## src/sv/socd_pkg.sv

```systemverilog
// ----------------------------------------------------------------------------
// socd_pkg
// Shared types and constants for the analog axis SOCD resolver.
// ----------------------------------------------------------------------------
`default_nettype none

package socd_pkg;

  localparam int AXIS_COUNT_DEF = 4;

  localparam int TRAVEL_W = 15;
  localparam int STICK_W  = 16;
  localparam int CFG_ADDR_W = 4;
  localparam int CFG_DATA_W = 32;

  typedef logic [TRAVEL_W-1:0]       travel_t;
  typedef logic signed [STICK_W-1:0] stick_t;

  // Fixed-point thresholds, 32767 == 1.0
  localparam travel_t PRESS_THRESHOLD = 15'd3277;   // 0.10
  localparam travel_t IDLE_LIMIT      = 15'd3;      // 0.0001
  localparam travel_t EQUAL_LIMIT     = 15'd65;     // 0.002
  localparam travel_t DELTA_MIN       = 15'd655;    // 0.02
  localparam travel_t DELTA_MAX       = 15'd31129;  // 0.95
  localparam travel_t FULL_TRAVEL     = 15'd32767;
  localparam travel_t DELTA_RESET     = 15'd9830;

  typedef enum logic [1:0] {
    DIR_NONE  = 2'd0,
    DIR_PLUS  = 2'd1,
    DIR_MINUS = 2'd2
  } dir_t;

  typedef enum logic [1:0] {
    REG_SNAPPY = 2'd0,
    REG_LKP    = 2'd1,
    REG_DELTA  = 2'd2
  } reg_idx_t;

  typedef struct packed {
    logic    snappy;
    logic    lkp;
    travel_t delta;
  } cfg_t;

  typedef struct packed {
    logic    minus_down;
    logic    plus_down;
    dir_t    dir;
    travel_t minus_valley;
    travel_t plus_valley;
  } axis_state_t;

  localparam axis_state_t AXIS_STATE_RESET = '{
    minus_down:   1'b0,
    plus_down:    1'b0,
    dir:          DIR_NONE,
    minus_valley: FULL_TRAVEL,
    plus_valley:  FULL_TRAVEL
  };

endpackage

`default_nettype wire

```

## src/sv/socd_chan_if.sv

```systemverilog
// ----------------------------------------------------------------------------
// socd channel interfaces
// Valid/ready channels for key travel beats in and stick value beats out.
// ----------------------------------------------------------------------------
`default_nettype none

interface socd_in_if;
  logic                 valid;
  logic                 ready;
  logic [1:0]           axis_index;
  socd_pkg::travel_t    minus_travel;
  socd_pkg::travel_t    plus_travel;

  modport source (output valid, output axis_index, output minus_travel,
                  output plus_travel, input ready);
  modport sink   (input valid, input axis_index, input minus_travel,
                  input plus_travel, output ready);
endinterface

interface socd_out_if;
  logic                 valid;
  logic                 ready;
  socd_pkg::stick_t     stick_value;

  modport source (output valid, output stick_value, input ready);
  modport sink   (input valid, input stick_value, output ready);
endinterface

`default_nettype wire

```

## src/sv/socd_cfg.sv

```systemverilog
// ----------------------------------------------------------------------------
// socd_cfg
// APB register file: snappy mode, last-key priority, retrigger delta.
// ----------------------------------------------------------------------------
`default_nettype none

module socd_cfg (
  input  wire logic                               clk,
  input  wire logic                               rst_n,
  input  wire logic                               cfg_psel,
  input  wire logic                               cfg_penable,
  input  wire logic                               cfg_pwrite,
  input  wire logic [socd_pkg::CFG_ADDR_W-1:0]    cfg_paddr,
  input  wire logic [socd_pkg::CFG_DATA_W-1:0]    cfg_pwdata,
  output      logic [socd_pkg::CFG_DATA_W-1:0]    cfg_prdata,
  output      logic                               cfg_pready,
  output      socd_pkg::cfg_t                     cfg
);

  socd_pkg::cfg_t cfg_r, cfg_nxt;
  logic [1:0]     reg_sel;
  logic           wr_en;

  assign reg_sel    = cfg_paddr[3:2];
  assign wr_en      = cfg_psel && cfg_penable && cfg_pwrite;
  assign cfg_pready = 1'b1;
  assign cfg        = cfg_r;

  always_comb begin
    cfg_nxt = cfg_r;
    if (wr_en) begin
      unique case (reg_sel)
        socd_pkg::REG_SNAPPY: cfg_nxt.snappy = cfg_pwdata[0];
        socd_pkg::REG_LKP:    cfg_nxt.lkp    = cfg_pwdata[0];
        socd_pkg::REG_DELTA:  cfg_nxt.delta  = cfg_pwdata[socd_pkg::TRAVEL_W-1:0];
        default: ;  // unmapped, ignored
      endcase
    end
  end

  always_comb begin
    unique case (reg_sel)
      socd_pkg::REG_SNAPPY: cfg_prdata = {{(socd_pkg::CFG_DATA_W-1){1'b0}}, cfg_r.snappy};
      socd_pkg::REG_LKP:    cfg_prdata = {{(socd_pkg::CFG_DATA_W-1){1'b0}}, cfg_r.lkp};
      socd_pkg::REG_DELTA:  cfg_prdata = {{(socd_pkg::CFG_DATA_W-socd_pkg::TRAVEL_W){1'b0}},
                                          cfg_r.delta};
      default:              cfg_prdata = '0;
    endcase
  end

  always_ff @(posedge clk) begin
    if (!rst_n) begin
      cfg_r.snappy <= 1'b0;
      cfg_r.lkp    <= 1'b0;
      cfg_r.delta  <= socd_pkg::DELTA_RESET;
    end else begin
      cfg_r <= cfg_nxt;
    end
  end

endmodule

`default_nettype wire

```

## src/sv/socd_resolve.sv

```systemverilog
// ----------------------------------------------------------------------------
// socd_resolve
// Combinational resolver: one item plus its axis entry gives the stick
// value and the updated axis entry.
// ----------------------------------------------------------------------------
`default_nettype none

module socd_resolve (
  input  wire socd_pkg::cfg_t         cfg,
  input  wire socd_pkg::axis_state_t  cur,
  input  wire socd_pkg::travel_t      mv,
  input  wire socd_pkg::travel_t      pv,
  output      socd_pkg::axis_state_t  nxt,
  output      socd_pkg::stick_t       stick_value
);

  logic              mdown, pdown, m_edge, p_edge;
  socd_pkg::travel_t delta, maximum, m_valley, p_valley;
  socd_pkg::dir_t    dir_a, dir_b, dir_c, dir_win;
  logic [15:0]       diff;       // pv - mv, signed 16 bit
  socd_pkg::stick_t  s_max, s_neg_max, s_pv, s_neg_mv, s_mag;

  assign mdown   = mv >= socd_pkg::PRESS_THRESHOLD;
  assign pdown   = pv >= socd_pkg::PRESS_THRESHOLD;
  assign m_edge  = mdown && !cur.minus_down;
  assign p_edge  = pdown && !cur.plus_down;
  assign maximum = (mv > pv) ? mv : pv;
  assign diff    = {1'b0, pv} - {1'b0, mv};

  assign s_max     = socd_pkg::stick_t'({1'b0, maximum});
  assign s_neg_max = -s_max;
  assign s_pv      = socd_pkg::stick_t'({1'b0, pv});
  assign s_neg_mv  = -socd_pkg::stick_t'({1'b0, mv});

  // Retrigger delta saturated to its legal range
  always_comb begin
    if (cfg.delta < socd_pkg::DELTA_MIN)      delta = socd_pkg::DELTA_MIN;
    else if (cfg.delta > socd_pkg::DELTA_MAX) delta = socd_pkg::DELTA_MAX;
    else                                      delta = cfg.delta;
  end

  // Press edges, then minus valley, then plus valley; later steps override dir
  always_comb begin
    dir_a = cur.dir;
    if (m_edge) dir_a = socd_pkg::DIR_MINUS;
    if (p_edge) dir_a = socd_pkg::DIR_PLUS;

    dir_b    = dir_a;
    m_valley = cur.minus_valley;
    if (cfg.lkp) begin
      if (!mdown) begin
        m_valley = socd_pkg::FULL_TRAVEL;
      end else if (!cur.minus_down) begin
        m_valley = mv;
      end else if (mv < cur.minus_valley) begin
        m_valley = mv;
      end else if ((mv - cur.minus_valley) >= delta) begin
        m_valley = mv;
        dir_b    = socd_pkg::DIR_MINUS;
      end
    end

    dir_c    = dir_b;
    p_valley = cur.plus_valley;
    if (cfg.lkp) begin
      if (!pdown) begin
        p_valley = socd_pkg::FULL_TRAVEL;
      end else if (!cur.plus_down) begin
        p_valley = pv;
      end else if (pv < cur.plus_valley) begin
        p_valley = pv;
      end else if ((pv - cur.plus_valley) >= delta) begin
        p_valley = pv;
        dir_c    = socd_pkg::DIR_PLUS;
      end
    end
  end

  // Both held under priority: recorded direction, else the deeper key
  always_comb begin
    if (dir_c == socd_pkg::DIR_PLUS || dir_c == socd_pkg::DIR_MINUS) begin
      dir_win = dir_c;
    end else begin
      dir_win = (pv >= mv) ? socd_pkg::DIR_PLUS : socd_pkg::DIR_MINUS;
    end
    if (cfg.snappy) s_mag = s_max;
    else            s_mag = (dir_win == socd_pkg::DIR_PLUS) ? s_pv : -socd_pkg::stick_t'({1'b0, mv});
  end

  always_comb begin
    if (!cfg.snappy && !cfg.lkp) begin
      nxt = cur;
    end else begin
      nxt.minus_down   = mdown;
      nxt.plus_down    = pdown;
      nxt.dir          = dir_c;
      nxt.minus_valley = m_valley;
      nxt.plus_valley  = p_valley;
    end
  end

  always_comb begin
    priority if (!cfg.snappy && !cfg.lkp) begin
      stick_value = socd_pkg::stick_t'(diff);
    end else if (maximum <= socd_pkg::IDLE_LIMIT) begin
      stick_value = '0;
    end else if (cfg.lkp && mdown && !pdown) begin
      stick_value = s_neg_mv;
    end else if (cfg.lkp && pdown && !mdown) begin
      stick_value = s_pv;
    end else if (cfg.lkp && pdown && mdown) begin
      stick_value = (dir_win == socd_pkg::DIR_PLUS || cfg.snappy == 1'b0) ? s_mag : -s_mag;
    end else if (cfg.snappy) begin
      if ($signed(diff) > $signed({1'b0, socd_pkg::EQUAL_LIMIT})) begin
        stick_value = s_max;
      end else if ($signed(diff) < -$signed({1'b0, socd_pkg::EQUAL_LIMIT})) begin
        stick_value = s_neg_max;
      end else if (dir_c == socd_pkg::DIR_PLUS) begin
        stick_value = s_max;
      end else if (dir_c == socd_pkg::DIR_MINUS) begin
        stick_value = s_neg_max;
      end else begin
        stick_value = '0;
      end
    end else begin
      stick_value = socd_pkg::stick_t'(diff);
    end
  end

endmodule

`default_nettype wire

```

## src/sv/analog_axis_socd_resolver_unit.sv

```systemverilog
// ----------------------------------------------------------------------------
// analog_axis_socd_resolver_unit
// Resolves opposite analog key travels of one stick axis into a signed value.
// ----------------------------------------------------------------------------
// Path: an accepted input beat is held in the input register, then in the
//   result register, which offers the result beat; an output stall holds it.
// Throughput: 1 beat per cycle while out_chan.ready holds; the per-axis
//   state is read and rewritten in the single resolve stage, so back-to-back
//   beats on one axis chain cleanly.
// Reset: synchronous, active low; clears both stages, config to defaults and
//   every axis entry to released keys, no direction, valleys at full travel.
// ----------------------------------------------------------------------------
`default_nettype none

module analog_axis_socd_resolver_unit #(
  parameter int AXIS_COUNT = socd_pkg::AXIS_COUNT_DEF
) (
  input  wire logic                             clk,
  input  wire logic                             rst_n,
  socd_in_if.sink                               in_chan,
  socd_out_if.source                            out_chan,
  input  wire logic                             cfg_psel,
  input  wire logic                             cfg_penable,
  input  wire logic                             cfg_pwrite,
  input  wire logic [socd_pkg::CFG_ADDR_W-1:0]  cfg_paddr,
  input  wire logic [socd_pkg::CFG_DATA_W-1:0]  cfg_pwdata,
  output      logic [socd_pkg::CFG_DATA_W-1:0]  cfg_prdata,
  output      logic                             cfg_pready
);

  localparam int AXIS_W = (AXIS_COUNT > 1) ? $clog2(AXIS_COUNT) : 1;

  // Axis field is 2 bits; fold it onto the table when the table is smaller.
  function automatic logic [AXIS_W-1:0] axis_slot(input logic [1:0] idx);
    logic [1:0] v;
    v = idx;
    for (int k = 0; k < 3; k++) begin
      if (int'(v) >= AXIS_COUNT) v = v - 2'(AXIS_COUNT);
    end
    return AXIS_W'(v);
  endfunction

  socd_pkg::cfg_t cfg;

  socd_cfg u_cfg (
    .clk         (clk),
    .rst_n       (rst_n),
    .cfg_psel    (cfg_psel),
    .cfg_penable (cfg_penable),
    .cfg_pwrite  (cfg_pwrite),
    .cfg_paddr   (cfg_paddr),
    .cfg_pwdata  (cfg_pwdata),
    .cfg_prdata  (cfg_prdata),
    .cfg_pready  (cfg_pready),
    .cfg         (cfg)
  );

  // Input stage
  logic               s1_valid_r, s1_valid_nxt;
  logic [AXIS_W-1:0]  s1_slot_r;
  socd_pkg::travel_t  s1_mv_r, s1_pv_r;

  // Result stage
  logic               out_valid_r, out_valid_nxt;
  socd_pkg::stick_t   out_value_r;

  logic in_fire, advance;

  // Stage 1 moves into the result register whenever that register is free
  // or being drained this cycle; input is taken whenever stage 1 empties.
  assign advance       = s1_valid_r && (!out_valid_r || out_chan.ready);
  assign in_chan.ready = !s1_valid_r || advance;
  assign in_fire       = in_chan.valid && in_chan.ready;

  assign s1_valid_nxt  = in_fire ? 1'b1 : (advance ? 1'b0 : s1_valid_r);
  assign out_valid_nxt = advance ? 1'b1 : (out_chan.ready ? 1'b0 : out_valid_r);

  assign out_chan.valid       = out_valid_r;
  assign out_chan.stick_value = out_value_r;

  // Per-axis key state
  socd_pkg::axis_state_t axis_r [AXIS_COUNT];
  socd_pkg::axis_state_t cur_entry, nxt_entry;
  socd_pkg::stick_t      stick_nxt;

  assign cur_entry = axis_r[s1_slot_r];

  socd_resolve u_resolve (
    .cfg         (cfg),
    .cur         (cur_entry),
    .mv          (s1_mv_r),
    .pv          (s1_pv_r),
    .nxt         (nxt_entry),
    .stick_value (stick_nxt)
  );

  always_ff @(posedge clk) begin
    if (!rst_n) begin
      s1_valid_r  <= 1'b0;
      out_valid_r <= 1'b0;
    end else begin
      s1_valid_r  <= s1_valid_nxt;
      out_valid_r <= out_valid_nxt;
    end
  end

  // Payload registers, no reset needed
  always_ff @(posedge clk) begin
    if (in_fire) begin
      s1_slot_r <= axis_slot(in_chan.axis_index);
      s1_mv_r   <= in_chan.minus_travel;
      s1_pv_r   <= in_chan.plus_travel;
    end
    if (advance) begin
      out_value_r <= stick_nxt;
    end
  end

  always_ff @(posedge clk) begin
    if (!rst_n) begin
      for (int i = 0; i < AXIS_COUNT; i++) begin
        axis_r[i] <= socd_pkg::AXIS_STATE_RESET;
      end
    end else if (advance) begin
      axis_r[s1_slot_r] <= nxt_entry;
    end
  end

endmodule

`default_nettype wire
```

## src/flat_wrapper.sv

```systemverilog
// flat-port wrapper written by rule: the top's interface ports become plain ports
module analog_axis_socd_resolver_unit_flat 
#(
  parameter int AXIS_COUNT = socd_pkg::AXIS_COUNT_DEF
)
  (clk, rst_n, cfg_psel, cfg_penable, cfg_pwrite, cfg_paddr, cfg_pwdata, cfg_prdata, cfg_pready, in_chan_valid, in_chan_axis_index, in_chan_minus_travel, in_chan_plus_travel, in_chan_ready, out_chan_valid, out_chan_stick_value, out_chan_ready);
  socd_in_if in_chan_i ();
  socd_out_if out_chan_i ();
  input  wire logic clk;
  input  wire logic rst_n;
  input  wire logic cfg_psel;
  input  wire logic cfg_penable;
  input  wire logic cfg_pwrite;
  input  wire logic [socd_pkg::CFG_ADDR_W-1:0] cfg_paddr;
  input  wire logic [socd_pkg::CFG_DATA_W-1:0] cfg_pwdata;
  output      logic [socd_pkg::CFG_DATA_W-1:0] cfg_prdata;
  output      logic cfg_pready;
  input wire logic [$bits(in_chan_i.valid)-1:0] in_chan_valid;
  input wire logic [$bits(in_chan_i.axis_index)-1:0] in_chan_axis_index;
  input wire logic [$bits(in_chan_i.minus_travel)-1:0] in_chan_minus_travel;
  input wire logic [$bits(in_chan_i.plus_travel)-1:0] in_chan_plus_travel;
  output wire logic [$bits(in_chan_i.ready)-1:0] in_chan_ready;
  output wire logic [$bits(out_chan_i.valid)-1:0] out_chan_valid;
  output wire logic [$bits(out_chan_i.stick_value)-1:0] out_chan_stick_value;
  input wire logic [$bits(out_chan_i.ready)-1:0] out_chan_ready;
  assign in_chan_i.valid = in_chan_valid;
  assign in_chan_i.axis_index = in_chan_axis_index;
  assign in_chan_i.minus_travel = in_chan_minus_travel;
  assign in_chan_i.plus_travel = in_chan_plus_travel;
  assign in_chan_ready = in_chan_i.ready;
  assign out_chan_valid = out_chan_i.valid;
  assign out_chan_stick_value = out_chan_i.stick_value;
  assign out_chan_i.ready = out_chan_ready;
  analog_axis_socd_resolver_unit #(.AXIS_COUNT(AXIS_COUNT)) u_core (.clk(clk), .rst_n(rst_n), .in_chan(in_chan_i), .out_chan(out_chan_i), .cfg_psel(cfg_psel), .cfg_penable(cfg_penable), .cfg_pwrite(cfg_pwrite), .cfg_paddr(cfg_paddr), .cfg_pwdata(cfg_pwdata), .cfg_prdata(cfg_prdata), .cfg_pready(cfg_pready));
endmodule
```

## config.mk

```make
export PLATFORM = sky130hd
export DESIGN_NAME = analog_axis_socd_resolver_unit_flat
export DESIGN_NICKNAME = d
export VERILOG_FILES = /design/src/sv/socd_pkg.sv /design/src/sv/socd_chan_if.sv /design/src/sv/socd_cfg.sv /design/src/sv/socd_resolve.sv /design/src/sv/analog_axis_socd_resolver_unit.sv /design/src/flat_wrapper.sv
export SDC_FILE = /design/constraint.sdc
export NUM_CORES = 1
export LEC_CHECK = 0
export BUFFER_PORTS_ARGS = -buffer_cell sky130_fd_sc_hd__buf_4
export CORE_ASPECT_RATIO = 0.7
export CORE_MARGIN = 3
export CORE_UTILIZATION = 40
export DETAILED_ROUTE_END_ITERATION = 16
export PLACE_DENSITY_LB_ADDON = 0.1
export SLEW_MARGIN = 20
export SYNTH_ARGS = -nofsm -noshare
export SYNTH_HDL_FRONTEND = slang
export SYNTH_SLANG_ARGS = --single-unit
export TNS_END_PERCENT = 30
```

## constraint.sdc

```tcl
create_clock -name clk -period 17.9 [get_ports clk]
set_input_delay 0.895 -clock clk [delete_from_list [all_inputs] [get_ports clk]]
set_output_delay 0.895 -clock clk [all_outputs]
set_load 0.02 [all_outputs]
```

==> flow_summary.yaml, run 1 <==
clocking:
  insertion_delay_ps: 570
  cts_resized: 0
  cts_buffers: 23
  cts-root-buf: "clkbuf_16"
  cts_hold_buffers: 0
  cts_setup_buffers: 0
  max-clock-path-buffers: 3
  cts_tree: "built"
  cts_sinks: 205
  cts_max_level: 1
  clkSlewWorstSetupHoldPaths_ps: 60
grt:
  grt_antenna_before_repair: 1
  grt_overflow: 0
  grt_pass1_wl_um: 78700
  grt_start_max_net_pins: 50
  grtUsageTotal_pct: 26.4
  grt_pass1_vias: 12139
route:
  drc: 0
  wire_per_inst_um: 24.5
  vias: 12924
  drt-total-wl_um: 53000
  drt_iter0_markers: 1516
  antenna_left: 0
  first_pass_iters: 5
  viasPerCell: 5.98
worst_hold_path:
  min_path_cells: 1
  min_to: "u_core.out_chan.valid"
  hold_path_class: "reg2reg"
  min_from: "u_core.s1_valid_r"
pwr:
  power.leakage_nw: 6.07
  power_mw: 1.35
  ir_worst_vdd_v: 0.0000622
  power.density_mw_per_mm2: 80.7
setup_path:
  path_common_cell: "o21ai_0"
  r2r_setup_slack_ps: 7830
  endpoint_kind: "flip-flop"
  cp.required_ps: 18140
  worst_setup_path_start_kind: "flip-flop"
  arrival_ps: 10310
  slowest_stage: "o31ai_1"
  slowest_delay_ps: 730
  reg2reg_depth: 32
  crit_fanout: 34
  critical_path_class: "reg2reg"
  rr_endpoint: "u_core.out_chan.stick_value[11]"
yosys:
  postSynthAreaPerCell_um2: 9.26
  ys_warn_count: 0
  synth_top_family_by_area: "compound AO/OA/AOI/OAI gates"
  yosysTopAreaCell: "edfxtp_1"
  synth_area_mm2: 0.0147
  ys_types: 83
  synthArstFlopShare_pct: 0
  yosysMostFrequentCell: "nand2_1"
  syn_inst: 1591
  yosys.area_share.xor_xnor_pct: 3.63
  yosysSeqAreaShare_pct: 40.4
  synth_seq_cells: 205
  yosys_most_used_dff: "edfxtp_1"
  synth_fa_ha_area_share_pct: 7.37
  synth.area.top_cells: "edfxtp_1 38%, ha_1 7.0%, nand2_1 5.7%"
  synthSimpleGateAreaFrac_pct: 17.4
  synth_edf_count: 184
  synth_compound_area_share_pct: 18.8
  synthTopCellsByCount: "222 x nand2_1, 184 x edfxtp_1, 168 x nor2_1"
  synth.top_cell.area_share_pct: 37.5
  muxShareOfSynthArea_pct: 6.53
timing:
  max_slew_margin_pct: 29.7
  drv_slew: 0
  fin_worst_skew_ps: 27.7
  fmax_ghz: 0.0993
  post-route-period-util_pct: 56.3
  fin_crit_ps: 10070
  grt_setup_unrepaired: "false"
  hold-worst-slack_ps: 518
  worst_slew_pin_slew_ps: 1050
  setup_tns_ps: 0
  timing.final.hold_violations: 0
  setup_violations: 0
placed_design:
  gp_congestion: 0.988
  post-dp-hpwl_um: 39300
  port_buffers: 88
  place_area_mm2: 0.0159
floorplanning:
  initial_core_util_pct: 40.7
  dieArea_mm2: 0.0392
  die_h_um: 167
  row_count: 58
  coreArea_mm2: 0.0361
  dieWidth_um: 235
  ios: 126
cells_and_area:
  fin_nets: 1824
  num-fill-cells: 3461
  final_cell_area_mm2: 0.0167
  drive_gt1_share_pct: 12.9
  num_antenna_cells: 0
  area_growth_pct: 13.2
run_status:
  status: "finished clean"
flow_run:
  cap_violations: 0
==> placed cells by master, fill, tap and decap left out, drive strengths merged, types with 7 or more instances in the layout <==
cell	netlist	routed
o221ai	9	9
a21o	21	21
mux4	34	34
conb	2	18
nor2b	19	19
o21a	14	14
and2	27	27
a221oi	9	9
o311ai	7	7
nand4	14	14
clkinv	1	7
xor2	19	19
a21oi	121	121
nand3	35	35
a2111oi	8	8
dfxtp	21	21
buf	33	119
a211oi	14	14
a31oi	9	9
o22ai	8	8
a21boi	17	17
or3	9	9
edfxtp	184	184
nor3	29	29
clkbuf	54	28
xnor2	42	42
nor4	10	10
a211o	12	12
ha	82	82
nor2	168	168
nand2	222	222
nand2b	12	12
o21ai	71	71
o211ai	17	17
inv	119	122
mux2i	15	15
o22a	14	14
o31ai	7	7
==> power breakdown <==
group          internal (mW)  leakage, nW  total (mW)  switching [mW]
combinational          0.105         4.09       0.311           0.206
clock                  0.273        0.361       0.485           0.212
sequential             0.534         1.62       0.549          0.0147
total                  0.912         6.07        1.35           0.433
==> metal layers <==
metal | up-vias | global-route usage, % | routed length [µm]
li1 | 5933 | - | -
met1 | 6244 | 40.6 | 25000
met2 | 664 | 36.0 | 20600
met3 | 81 | 8.77 | 6570
met4 | 2 | 4.44 | 821
met5 | - | 0 | 11
==> critical path, delay by kind of cell, from the launching register on <==
kind	cells	cell delay, ps
AO/OA/AOI/OAI	19	4620
multiplexers	1	620
flip-flops	1	310
buffers and inverters	2	690
adder cells (fa/ha/maj)	3	850
AND/OR/NAND/NOR	7	2610
==> final cells by class <==
type                    instances  area [µm²]  share of cell area, %
clock inverters                13         141                  0.848
clock buffers                  28         604                   3.63
well taps                     480         601                   3.60
repair buffers                119         893                   5.36
multi-input cells            1195        8030                   48.2
flip-flops and latches        205        5950                   35.7
inverters                     120         450                   2.70
==> through the flow <==
| step | setup WS (ps) | cells | utilization, % |
|---|---|---|---|
| after CTS | 8120 | 2160 | 46.1 |
| after floorplan | 9670 | 1607 | - |
| final | 7830 | 2160 | 46.1 |
| after global placement | 8190 | 2119 | 44.0 |
| after detailed placement | 8170 | 2119 | 44.0 |
| after global routing | 7020 | 2160 | 46.1 |
==> registers in the layout, indices dropped and copies added (netlist names), named ones only <==
name and cells:
u_core.s1_slot_r 2, u_core.s1_valid_r 1, u_core.s1_mv_r 15, u_core.axis_r 136, u_core.out_chan.valid 1, u_core.u_cfg.cfg 17
u_core.out_chan.stick_value 16, u_core.s1_pv_r 15
==> how the worst max path moves through the flow <==
stage,from,slack [ps],end
after global routing,flip-flop,7020,u_core.out_chan.stick_value[11]
after floorplan,flip-flop,9670,u_core.out_chan.stick_value[13]
after CTS,flip-flop,8120,u_core.out_chan.stick_value[11]
final,flip-flop,7830,u_core.out_chan.stick_value[11]
after detailed placement,flip-flop,8170,u_core.out_chan.stick_value[11]
after global placement,flip-flop,8190,u_core.out_chan.stick_value[11]
==> cell families (layout without fill, tap and decap cells) <==
family,count (synthesis),count (layout)
other cells,2,18
xor+xnor,61,61
flops,205,205
compound gates,408,408
buf+inv,207,280
mux,53,53
simple gates,570,570
fa+ha+maj,85,85
Power figures use the tool's default switching activity.
==> run 2: changes to the inputs <==
==> constraint.sdc (replaced) <==
create_clock -name clk -period 8.7 [get_ports clk]
set_input_delay 0.435 -clock clk [delete_from_list [all_inputs] [get_ports clk]]
set_output_delay 0.435 -clock clk [all_outputs]
set_load 0.02 [all_outputs]
==> flow_summary.yaml, run 2 (same netlist as run 1, synthesis figures left out) <==
run_status:
  status: "finished clean"
floorplanning:
  initial_core_util_pct: 40.7
  dieWidth_um: 235
  row_count: 58
  coreArea_mm2: 0.0361
  dieArea_mm2: 0.0392
  ios: 126
  die_h_um: 167
setup_path:
  crit_fanout: 9
  path_common_cell: "a21o_1"
  slowest_stage: "fa_1"
  cp.required_ps: 8970
  rr_endpoint: "u_core.out_chan.stick_value[13]"
  endpoint_kind: "flip-flop"
  cp-endpoint: "u_core.out_chan.stick_value[13]"
  slowest_delay_ps: 430
  worst_setup_path_start_kind: "flip-flop"
  r2r_setup_slack_ps: 520
  arrival_ps: 8450
  reg2reg_depth: 33
  critical_path_class: "reg2reg"
flow_run:
  cap_violations: 0
clocking:
  cts_tree: "built"
  clkSlewWorstSetupHoldPaths_ps: 60
  max-clock-path-buffers: 3
  cts-root-buf: "clkbuf_16"
  cts_sinks: 205
  cts_max_level: 1
  cts_buffers: 23
  insertion_delay_ps: 550
cells_and_area:
  area_growth_pct: 15.4
  drive_gt1_share_pct: 15.0
  largest_reg_flops: 136
  instances_no_fill: 2196
  fin_nets: 1858
  num-fill-cells: 3490
  mostFrequentLayoutCell: "nand2_1"
  largest-register: "u_core.axis_r"
  layout_common_cells: "222 x nand2_1, 184 x edfxtp_1, 168 x nor2_1"
  seqCellArea_mm2: 0.00595
  multi_input_area_mm2: 0.00807
  final_cell_area_mm2: 0.0170
pwr:
  ir_worst_vdd_v: 0.000144
  power.density_mw_per_mm2: 165
  power.leakage_nw: 6.25
timing:
  fin_crit_ps: 8180
  max_slew_margin_pct: 17.7
  timing.final.hold_violations: 0
  setup_tns_ps: 0
  fin_worst_skew_ps: 15.3
  setup_violations: 0
  drv_slew: 0
  post-route-period-util_pct: 94.0
  grt_setup_unrepaired: "false"
  fmax_ghz: 0.122
  setup_ws_ps: 522
  worst_slew_pin_slew_ps: 1220
grt:
  grt_overflow: 0
  grt-busiest-layer: "met1"
  globalRouteMet2Util_pct: 35.3
  grt_pass1_wl_um: 77400
  grtUsageTotal_pct: 25.7
  grt_pass1_vias: 12159
  grtUsageMet3_pct: 6.64
  grt_antenna_before_repair: 1
  gr-usage-met1_pct: 40.3
  grt_start_max_net_pins: 50
route:
  viasPerCell: 5.91
  drt-total-wl_um: 52000
  drc: 0
  wire_per_inst_um: 23.7
  first_pass_iters: 6
  vias: 12974
  antenna_left: 0
  drt_iter0_markers: 1389
placed_design:
  gp_congestion: 0.979
  port_buffers: 88
  dp_cells: 2153
  post-dp-hpwl_um: 39300
  post-place-ws_ps: 87.6
  place_area_mm2: 0.0162
worst_hold_path:
  hold_path_class: "in2reg"
## run 2: cell types whose count changed in the layout (fill, tap and decap cells not counted), sizes merged
cell	change
bufinv	+1
clkbuf	+4
clkinv	-3
diode	+1
inv	-1
buf	+34
## run 2: power breakdown
group          switching, mW  internal [mW]  leakage (nW)
logic                  0.426          0.246          4.26
registers             0.0257           1.10          1.62
clock network          0.420          0.592         0.366
total                  0.872           1.94          6.25
## run 2: worst min path at each step
| stage | to | from | depth (start not counted) | slack, ps |
|---|---|---|---|---|
| 2_1_floorplan | u_core.u_cfg.cfg[0] | u_core.u_cfg.cfg[0] | 2 | 470 |
| 3_3_place_gp | u_core.out_chan.valid | u_core.s1_valid_r | 1 | 500 |
| 3_5_place_dp | u_core.out_chan.valid | u_core.s1_valid_r | 1 | 510 |
| 4_1_cts | u_core.s1_mv_r[13] | in_chan_minus_travel[13] | 1 | 40 |
| 5_1_grt | u_core.s1_pv_r[4] | in_chan_plus_travel[4] | 1 | 40 |
| 6_report | u_core.s1_mv_r[9] | in_chan_minus_travel[9] | 1 | 60 |
## run 2: worst max-delay path, delay by kind of cell, from the launching register on
kind,cells,cell delay (ps)
AO/OA/AOI/OAI,20,4640
XOR/XNOR,2,230
adder cells (fa/ha/maj),3,1030
buffers and inverters,2,270
flip-flops,1,370
multiplexers,1,380
AND/OR/NAND/NOR,5,1000
## run 2: layer usage
layer  share of wire (%)  wire, µm
met1                  48     25100
met2                  39     20500
met3                  10      5290
met4                 2.1      1120
met5                   0         0
## run 2: per-stage QoR
stage	utilization, %	hold WS (ps)	total power [mW]
6_report	47.0	64.0	2.81
5_1_grt	47.0	43.4	2.92
4_1_cts	46.9	41.5	2.81
3_5_place_dp	44.7	511	1.79
3_3_place_gp	44.7	505	1.79
2_1_floorplan	-	466	1.55
## run 2: what timing repair did
action                                  4_1_cts  5_1_grt
hold buffers                                  0        0
gates resized for setup                       0       18
setup buffers                                 0        0
endpoints found under the setup margin        0       14
## run 2: cell type report
type | instances | share of cell area, %
clock inverters | 10 | 0.869
repair buffers | 153 | 6.78
diodes | 1 | 0.0147
flip-flops and latches | 205 | 35.0
well taps | 480 | 3.53
multi-input cells | 1195 | 47.5
clock buffers | 32 | 3.64
inverters | 120 | 2.65
==> run 3: changes to the inputs <==
--- a/config.mk
+++ b/config.mk
@@ -5,6 +5,7 @@
 export SDC_FILE = /design/constraint.sdc
 export NUM_CORES = 1
 export LEC_CHECK = 0
+export ABC_AREA = 1
 export BUFFER_PORTS_ARGS = -buffer_cell sky130_fd_sc_hd__buf_4
 export CORE_ASPECT_RATIO = 0.7
 export CORE_MARGIN = 3
==> flow_summary.yaml, run 3 <==
run_status:
  status: "finished clean"
pwr:
  power.density_mw_per_mm2: 181
  ir_worst_vdd_v: 0.000131
  power_mw: 3.04
  power.leakage_nw: 7.49
grt:
  grt_start_max_net_pins: 69
  grt_pass1_vias: 12431
  grt_antenna_before_repair: 1
  grt_overflow: 0
  grtUsageTotal_pct: 25.7
  grt_pass1_wl_um: 77700
yosys:
  syn_inst: 1924
  synth.top_cell.area_share_pct: 37.3
  yosysTopAreaCell: "edfxtp_1"
  yosysMostFrequentCell: "nand2_1"
  synthTopCellsByCount: "501 x nand2_1, 245 x inv_1, 184 x edfxtp_1"
  synth_seq_cells: 205
  postSynthAreaPerCell_um2: 7.70
  synthArstFlopShare_pct: 0
  synth.area.top_cells: "edfxtp_1 37%, nand2_1 13%, ha_1 6.9%"
  synth_edf_count: 184
  ys_warn_count: 0
  yosys_most_used_dff: "edfxtp_1"
  synth_area_mm2: 0.0148
  yosysSeqAreaShare_pct: 40.1
  ys_types: 60
timing:
  grt_setup_unrepaired: "false"
  setup_violations: 0
  setup_ws_ps: 715
  setup_tns_ps: 0
  drv_slew: 0
  fmax_ghz: 0.125
  hold-worst-slack_ps: 58.5
  timing.final.hold_violations: 0
  max_slew_margin_pct: 21.2
  post-route-period-util_pct: 91.8
  worst_slew_pin_slew_ps: 1170
  fin_crit_ps: 7980
  fin_worst_skew_ps: 16.0
cells_and_area:
  drive_gt1_share_pct: 12.2
  num_antenna_cells: 0
  mostFrequentLayoutCell: "nand2_1"
  largest_reg_flops: 136
  fin_nets: 2165
  num-fill-cells: 3678
  layout_common_cells: "501 x nand2_1, 243 x inv_1, 184 x edfxtp_1"
  area_growth_pct: 13.7
  instances_no_fill: 2502
  final_cell_area_mm2: 0.0168
  largest-register: "u_core.axis_r"
  fin_util_pct: 46.5
setup_path:
  endpoint_kind: "flip-flop"
  slowest_delay_ps: 520
  r2r_setup_slack_ps: 720
  rr_endpoint: "u_core.out_chan.stick_value[14]"
  reg2reg_depth: 49
  path_common_cell: "nand2_1"
  cp-endpoint: "u_core.out_chan.stick_value[14]"
  worst_setup_path_start_kind: "flip-flop"
  arrival_ps: 8270
  cp.required_ps: 8980
  slowest_stage: "o22ai_1"
  crit_fanout: 68
  critical_path_class: "reg2reg"
floorplanning:
  initial_core_util_pct: 40.9
  row_count: 58
  dieArea_mm2: 0.0394
  die_h_um: 167
  coreArea_mm2: 0.0362
  ios: 126
  dieWidth_um: 236
route:
  viasPerCell: 5.44
  antenna_left: 0
  drt-total-wl_um: 52200
  wire_per_inst_um: 20.9
  drt_iter0_markers: 1379
  first_pass_iters: 6
  vias: 13605
  drc: 0
placed_design:
  dp_cells: 2457
  post-place-ws_ps: 746
  post-dp-hpwl_um: 39500
  place_area_mm2: 0.0161
  port_buffers: 88
  gp_congestion: 0.992
worst_hold_path:
  hold_path_class: "in2reg"
  min_path_cells: 1
  min_from: "in_chan_plus_travel[12]"
clocking:
  insertion_delay_ps: 550
  cts_max_level: 1
  cts_sinks: 205
  max-clock-path-buffers: 3
  cts_buffers: 23
  cts_tree: "built"
  cts-root-buf: "clkbuf_16"
  clkSlewWorstSetupHoldPaths_ps: 70
flow_run:
  cap_violations: 0
## run 3: critical path: cells and delay by family (launching register included)
| kind | cells | cell delay, ps |
|---|---|---|
| buffers and inverters | 5 | 630 |
| flip-flops | 1 | 350 |
| XOR/XNOR | 1 | 210 |
| AND/OR/NAND/NOR | 25 | 2890 |
| adder cells (fa/ha/maj) | 5 | 1160 |
| AO/OA/AOI/OAI | 13 | 2430 |
## run 3: cells by family after synthesis
family,share of synthesized area [%]
simple gates,22.8
fa+ha+maj,7.33
buf+inv,9.82
xor+xnor,3.49
other cells,0.0507
flops,40.1
compound gates,16.4
## run 3: cell type report
type	instances	area [µm²]	area share (%)
repair buffers	129	993	5.90
clock inverters	12	154	0.914
well taps	480	601	3.57
multi-input cells	1374	7520	44.7
clock buffers	30	602	3.57
inverters	272	1030	6.09
flip-flops and latches	205	5950	35.3
## run 3: per-layer routing
metal	GRT usage, %	wire, µm	share of wire (%)
met1	40.5	25500	49
met2	35.1	20400	39
met3	6.64	5360	10
met4	4.92	992	1.9
met5	0	0	0
## run 3: report_power, final
part,switching [mW],internal (mW)
Combinational,0.621,0.301
Clock,0.412,0.582
Sequential,0.0232,1.10
## run 3: worst min-delay path by stage
stage | end | slack (ps)
2_1_floorplan | u_core.u_cfg.cfg[3] | 470
3_3_place_gp | u_core.out_chan.valid | 500
3_5_place_dp | u_core.out_chan.valid | 500
4_1_cts | u_core.s1_pv_r[12] | 30
5_1_grt | u_core.s1_pv_r[12] | 40
6_report | u_core.s1_pv_r[12] | 60
## run 3: repair_timing
item / CTS / global route
gates resized for setup: 0 / 3
endpoints found under the setup margin: 0 / 4
hold buffers: 0 / 0
setup buffers: 0 / 3
